## src/hdl/msgd_pkg.sv

```systemverilog
`default_nettype none

package msgd_pkg;

  // Velocity store depth and address width
  localparam int PARAM_COUNT = 4096;
  localparam int ADDR_W      = $clog2(PARAM_COUNT);

  // Fixed field widths
  localparam int IDX_W     = 12;
  localparam int DATA_W    = 32;
  localparam int FRAC_W    = 24;
  localparam int RATE_W    = 25;
  localparam int LIM_W     = 31;
  localparam int CFG_IDX_W = 2;

  // Gradient after decay add: |g| < 1.5 * 2^32, needs 34 signed bits
  localparam int G_W = 34;

  // Front/back queue depth
  localparam int QUEUE_DEPTH = 4;

  // Register reset values
  localparam logic [RATE_W-1:0] LR_RESET    = RATE_W'(167772);
  localparam logic [RATE_W-1:0] MOM_RESET   = RATE_W'(15099494);
  localparam logic [RATE_W-1:0] DECAY_RESET = '0;
  localparam logic [LIM_W-1:0]  CLIP_RESET  = '0;

  typedef enum logic [CFG_IDX_W-1:0] {
    CFG_STEP_SIZE       = 2'd0,
    CFG_MOMENTUM_FACTOR = 2'd1,
    CFG_DECAY_FACTOR    = 2'd2,
    CFG_CLIP_LIMIT      = 2'd3
  } cfg_idx_t;

  typedef struct packed {
    logic [RATE_W-1:0] step_size;
    logic [RATE_W-1:0] momentum_factor;
    logic [RATE_W-1:0] decay_factor;
    logic [LIM_W-1:0]  clip_limit;
  } cfg_t;

  // One classified item handed from front to back
  typedef struct packed {
    logic        [IDX_W-1:0]  idx;
    logic signed [DATA_W-1:0] val;
    logic signed [G_W-1:0]    grad;
  } work_t;

endpackage

`default_nettype wire

```

## src/hdl/msgd_queue.sv

```systemverilog
`default_nettype none

module msgd_queue
  import msgd_pkg::*;
(
  input  logic  clk,
  input  logic  rst,
  input  logic  push_valid,
  output logic  push_ready,
  input  work_t push_item,
  output logic  pop_valid,
  input  logic  pop_ready,
  output work_t pop_item
);

  localparam int PTR_W = $clog2(QUEUE_DEPTH);

  work_t            slots [QUEUE_DEPTH];
  logic [PTR_W-1:0] wr_ptr;
  logic [PTR_W-1:0] rd_ptr;
  logic [PTR_W:0]   count;
  logic             push;
  logic             pop;

  assign push_ready = (count != (PTR_W+1)'(QUEUE_DEPTH));
  assign pop_valid  = (count != '0);
  assign push       = push_valid && push_ready;
  assign pop        = pop_valid && pop_ready;
  assign pop_item   = slots[rd_ptr];

  always_ff @(posedge clk) begin
    if (rst) begin
      wr_ptr <= '0;
      rd_ptr <= '0;
      count  <= '0;
    end else begin
      if (push) begin
        wr_ptr <= wr_ptr + PTR_W'(1);
      end
      if (pop) begin
        rd_ptr <= rd_ptr + PTR_W'(1);
      end
      if (push && !pop) begin
        count <= count + (PTR_W+1)'(1);
      end else if (pop && !push) begin
        count <= count - (PTR_W+1)'(1);
      end
    end
    if (push) begin
      slots[wr_ptr] <= push_item;
    end
  end

endmodule

`default_nettype wire

```

## config.mk

```make
export PLATFORM = sky130hd
export DESIGN_NAME = msgd_queue
export DESIGN_NICKNAME = d
export VERILOG_FILES = /design/src/hdl/msgd_pkg.sv /design/src/hdl/msgd_queue.sv
export SDC_FILE = /design/constraint.sdc
export NUM_CORES = 1
export LEC_CHECK = 0
export BUFFER_PORTS_ARGS = -buffer_cell sky130_fd_sc_hd__buf_4
export CAP_MARGIN = 20
export CELL_PAD_IN_SITES_DETAIL_PLACEMENT = 0
export CELL_PAD_IN_SITES_GLOBAL_PLACEMENT = 1
export CORE_ASPECT_RATIO = 1.5
export CORE_MARGIN = 5
export CORE_UTILIZATION = 50
export DETAILED_ROUTE_END_ITERATION = 10
export GPL_ROUTABILITY_DRIVEN = 0
export PLACE_DENSITY = 0.77
export SLEW_MARGIN = 10
export SYNTH_ARGS = -nofsm -noshare
export SYNTH_HDL_FRONTEND = slang
export SYNTH_SLANG_ARGS = --single-unit
```

## constraint.sdc

```tcl
create_clock -name clk -period 3.7 [get_ports clk]
set_input_delay 0.74 -clock clk [delete_from_list [all_inputs] [get_ports clk]]
set_output_delay 0.74 -clock clk [all_outputs]
set_load 0.03 [all_outputs]
```

==> impl_metrics.json <==
{
  "status": "finished clean",
  "critPathMaxStageDelay_ns": 0.71,
  "worst_path_dominant_cell_family": "flip-flops",
  "worst-endpoint-arrival_ns": 2.34,
  "die-height_um": 198,
  "postCtsSetupRepairBufs": 0,
  "cell_types_occupying_the_most_area_after_synthesis": "sky130_fd_sc_hd__edfxtp_1 80%, sky130_fd_sc_hd__mux4_2 15%, sky130_fd_sc_hd__dfxtp_1 1.5%",
  "finalWirelength_um": 21500,
  "placement.io_buffers": 161,
  "antenna_cells_inserted": 0,
  "post_detailed_route_drc_marker_count": 0,
  "nFillCells": 1577,
  "design.core.area_sq_mm": 0.0231,
  "row_count": 68,
  "worst_path_most_repeated_cell": "sky130_fd_sc_hd__buf_4",
  "wire_per_inst_um": 22.1,
  "clkTransAtPathRegs_ns": 0.07,
  "cts_root_buf": "sky130_fd_sc_hd__clkbuf_16",
  "postLayoutCoreUtil_pct": 62.0,
  "synth_commonest_cells": "312 x sky130_fd_sc_hd__edfxtp_1, 78 x sky130_fd_sc_hd__mux4_2, 9 x sky130_fd_sc_hd__dfxtp_1, 8 x sky130_fd_sc_hd__nor2_1, 6 x sky130_fd_sc_hd__clkbuf_1",
  "ir_worst_vdd_mv": 0.489,
  "cts_num_sinks": 321,
  "grtUsageMet1_pct": 19.0,
  "timing.critical_path.slowest_stage_cell": "sky130_fd_sc_hd__dfxtp_4",
  "drv_cap": 0,
  "category_of_the_critical_setup_timing_path": "reg -> out",
  "yosys.cell_count.top_type": "sky130_fd_sc_hd__edfxtp_1",
  "vias": 5240,
  "fp.dieW_um": 135,
  "synth-seq-cells": 321,
  "hold_path.class": "in -> reg",
  "area_of_the_mapped_netlist_sq_mm": 0.0117,
  "timing.critical_path.to_type": "primary output",
  "drive_gt1_share_pct": 45.4,
  "grt_setup_unrepaired": "no",
  "mapped_cells": 456,
  "multiInputGateArea_sq_mm": 0.00204,
  "syn-num-nets": 544,
  "grt_max_degree": 46,
  "timing_worst_slew_pin_value_ns": 0.694,
  "slew_headroom_pct": 53.7,
  "fp.dieArea_sq_mm": 0.0267,
  "cts-root-to-sink-buffers": 3,
  "tritoncts": "built",
  "timing.final.crit_share_pct": 83.3,
  "dr_iter_0_viols": 241,
  "globalRouteTotalUtil_pct": 16.0,
  "timing.final.setup_violations": 0,
  "worst_clock_skew_ns": 0.00780,
  "async_flop_share_pct": 0,
  "global_route.usage.met3_pct": 3.41,
  "cts.hold.buffers_added": 0,
  "vias_in_the_first_global_route": 5781,
  "residual_overflow_from_global_routing": 0,
  "nNetsFinal": 727,
  "cp_num_buf_inv": 2,
  "fin_setup_tns_ns": 0,
  "busiest_layer": "met2",
  "cp_cell_sequence": "buf_4 > mux4_2 > buf_4",
  "floorplan.initialDensity_pct": 50.9,
  "io-pin-count": 162,
  "yosys.area.top_type_share_pct": 79.8,
  "clock_latency_ns": 0.52,
  "slew_violations": 0,
  "worst_ep_required_time_ns": 2.96,
  "synth_top_cell_by_area": "sky130_fd_sc_hd__edfxtp_1",
  "cts_made_buffers": 28,
  "grt_first_pass_wirelength_um": 32500,
  "grt_antenna_before_repair": 1,
  "cts_max_level": 1,
  "seq_area_sq_mm": 0.00956,
  "setup.worst_path.start_class": "register",
  "syn_area_per_cell_sq_um": 25.7,
  "postRouteAntennaNets": 0,
  "place.detailed.hpwl_um": 13600,
  "postSynth.topFlopCell": "sky130_fd_sc_hd__edfxtp_1",
  "areaGrowthSynthToFinish_pct": 21.8,
  "drtPass1Iterations": 4,
  "synth_unique_cells": 24,
  "max_clock_freq_mhz": 325,
  "post_cts_resized": 0,
  "ys.warnings.count": 0,
  "final_hold_viol_count": 0,
  "power-per-cell-area_mw_per_mm2": 739,
  "yosysSeqAreaShare_pct": 81.3,
  "p_leak_uw": 0.00480,
  "routed_vias_inst": 5.37,
  "count_of_flip_flops_with_a_built_in_enable_after_synthesis": 312,
  "timing.critical_path.fanout_max": 29,
  "routing_usage_on_met2_pct": 29.4,
  "period_needed_ns": 3.08
}
==> area by class of cell <==
cell class / count / area share [%]
clock inverters: 13 / 0.972
multi-input cells: 113 / 14.2
inverters: 3 / 0.0788
clock buffers: 39 / 5.62
flip-flops and latches: 321 / 66.9
repair buffers: 172 / 9.47
well taps: 315 / 2.76
==> power by group <==
part	switching [uW]	total (uW)	internal, uW
clock network	1190	2920	1720
registers	215	4630	4420
logic	1700	3020	1320
total	3110	10600	7460
==> flip-flops by register name, indices dropped and copies added, names as in the netlist, named ones only <==
name	count
count	3
wr_ptr	2
rd_ptr	2
slots	312
==> placed cells by master, fill, tap and decap left out, drive strengths merged <==
master / synthesis / final
edfxtp: 312 / 312
buf: 13 / 172
mux4: 78 / 78
clkbuf: 6 / 39
clkinv: 0 / 10
dfxtp: 9 / 9
nor2: 8 / 8
ha: 5 / 5
and2: 4 / 4
xor2: 4 / 4
inv: 3 / 3
bufinv: 0 / 3
or3: 2 / 2
mux2i: 2 / 2
nand2b: 2 / 2
a21boi: 1 / 1
nand2: 1 / 1
o31ai: 1 / 1
mux2: 1 / 1
o311ai: 1 / 1
o21ai: 1 / 1
a21oi: 1 / 1
fa: 1 / 1
==> worst paths after layout <==
kind	from	endpoint	slack (ns)	depth (start not counted)
setup / recovery	register	pop_item[66]	0.62	3
hold / removal	push_item[33]	slots[1][33]$_DFFE_PP_	0.41	1
setup reg to reg	count[0]$_SDFFE_PP0P_	count[2]$_SDFFE_PP0P_	1.43	8
hold reg to reg	wr_ptr[1]$_SDFFE_PP0P_	wr_ptr[1]$_SDFFE_PP0P_	0.53	2
==> metal layers <==
layer	vias up	wire (um)
met3	30	1280
met5	-	13
met2	145	11900
met4	2	433
met1	2755	7890
li1	2308	-
==> stage by stage <==
step / total power, uW / instance area, sq um / setup WS (ns) / hold slack, ns / cells
after floorplan: 6760 / 11700 / 0.388 / 0.482 / 456
final: 10600 / 14300 / 0.619 / 0.407 / 976
after global placement: 7750 / 13400 / 1.09 / 0.493 / 924
after CTS: 10700 / 14300 / 0.516 / 0.384 / 976
after detailed placement: 7810 / 13400 / 1.09 / 0.523 / 924
after global routing: 11000 / 14300 / 0.403 / 0.386 / 976
==> cells by family (layout without fill, tap and decap cells) <==
kind of cell / Yosys count / count (layout) / share of synthesized area (%)
multiplexers: 81 / 81 / 15.2
AND/OR/NAND/NOR: 17 / 17 / 0.714
adder cells (fa/ha/maj): 6 / 6 / 0.703
AO/OA/AOI/OAI: 5 / 5 / 0.320
XOR/XNOR: 4 / 4 / 0.298
flip-flops: 321 / 321 / 81.3
buffers and inverters: 22 / 227 / 1.39
Note: power is estimated with default switching activity, not from simulation.
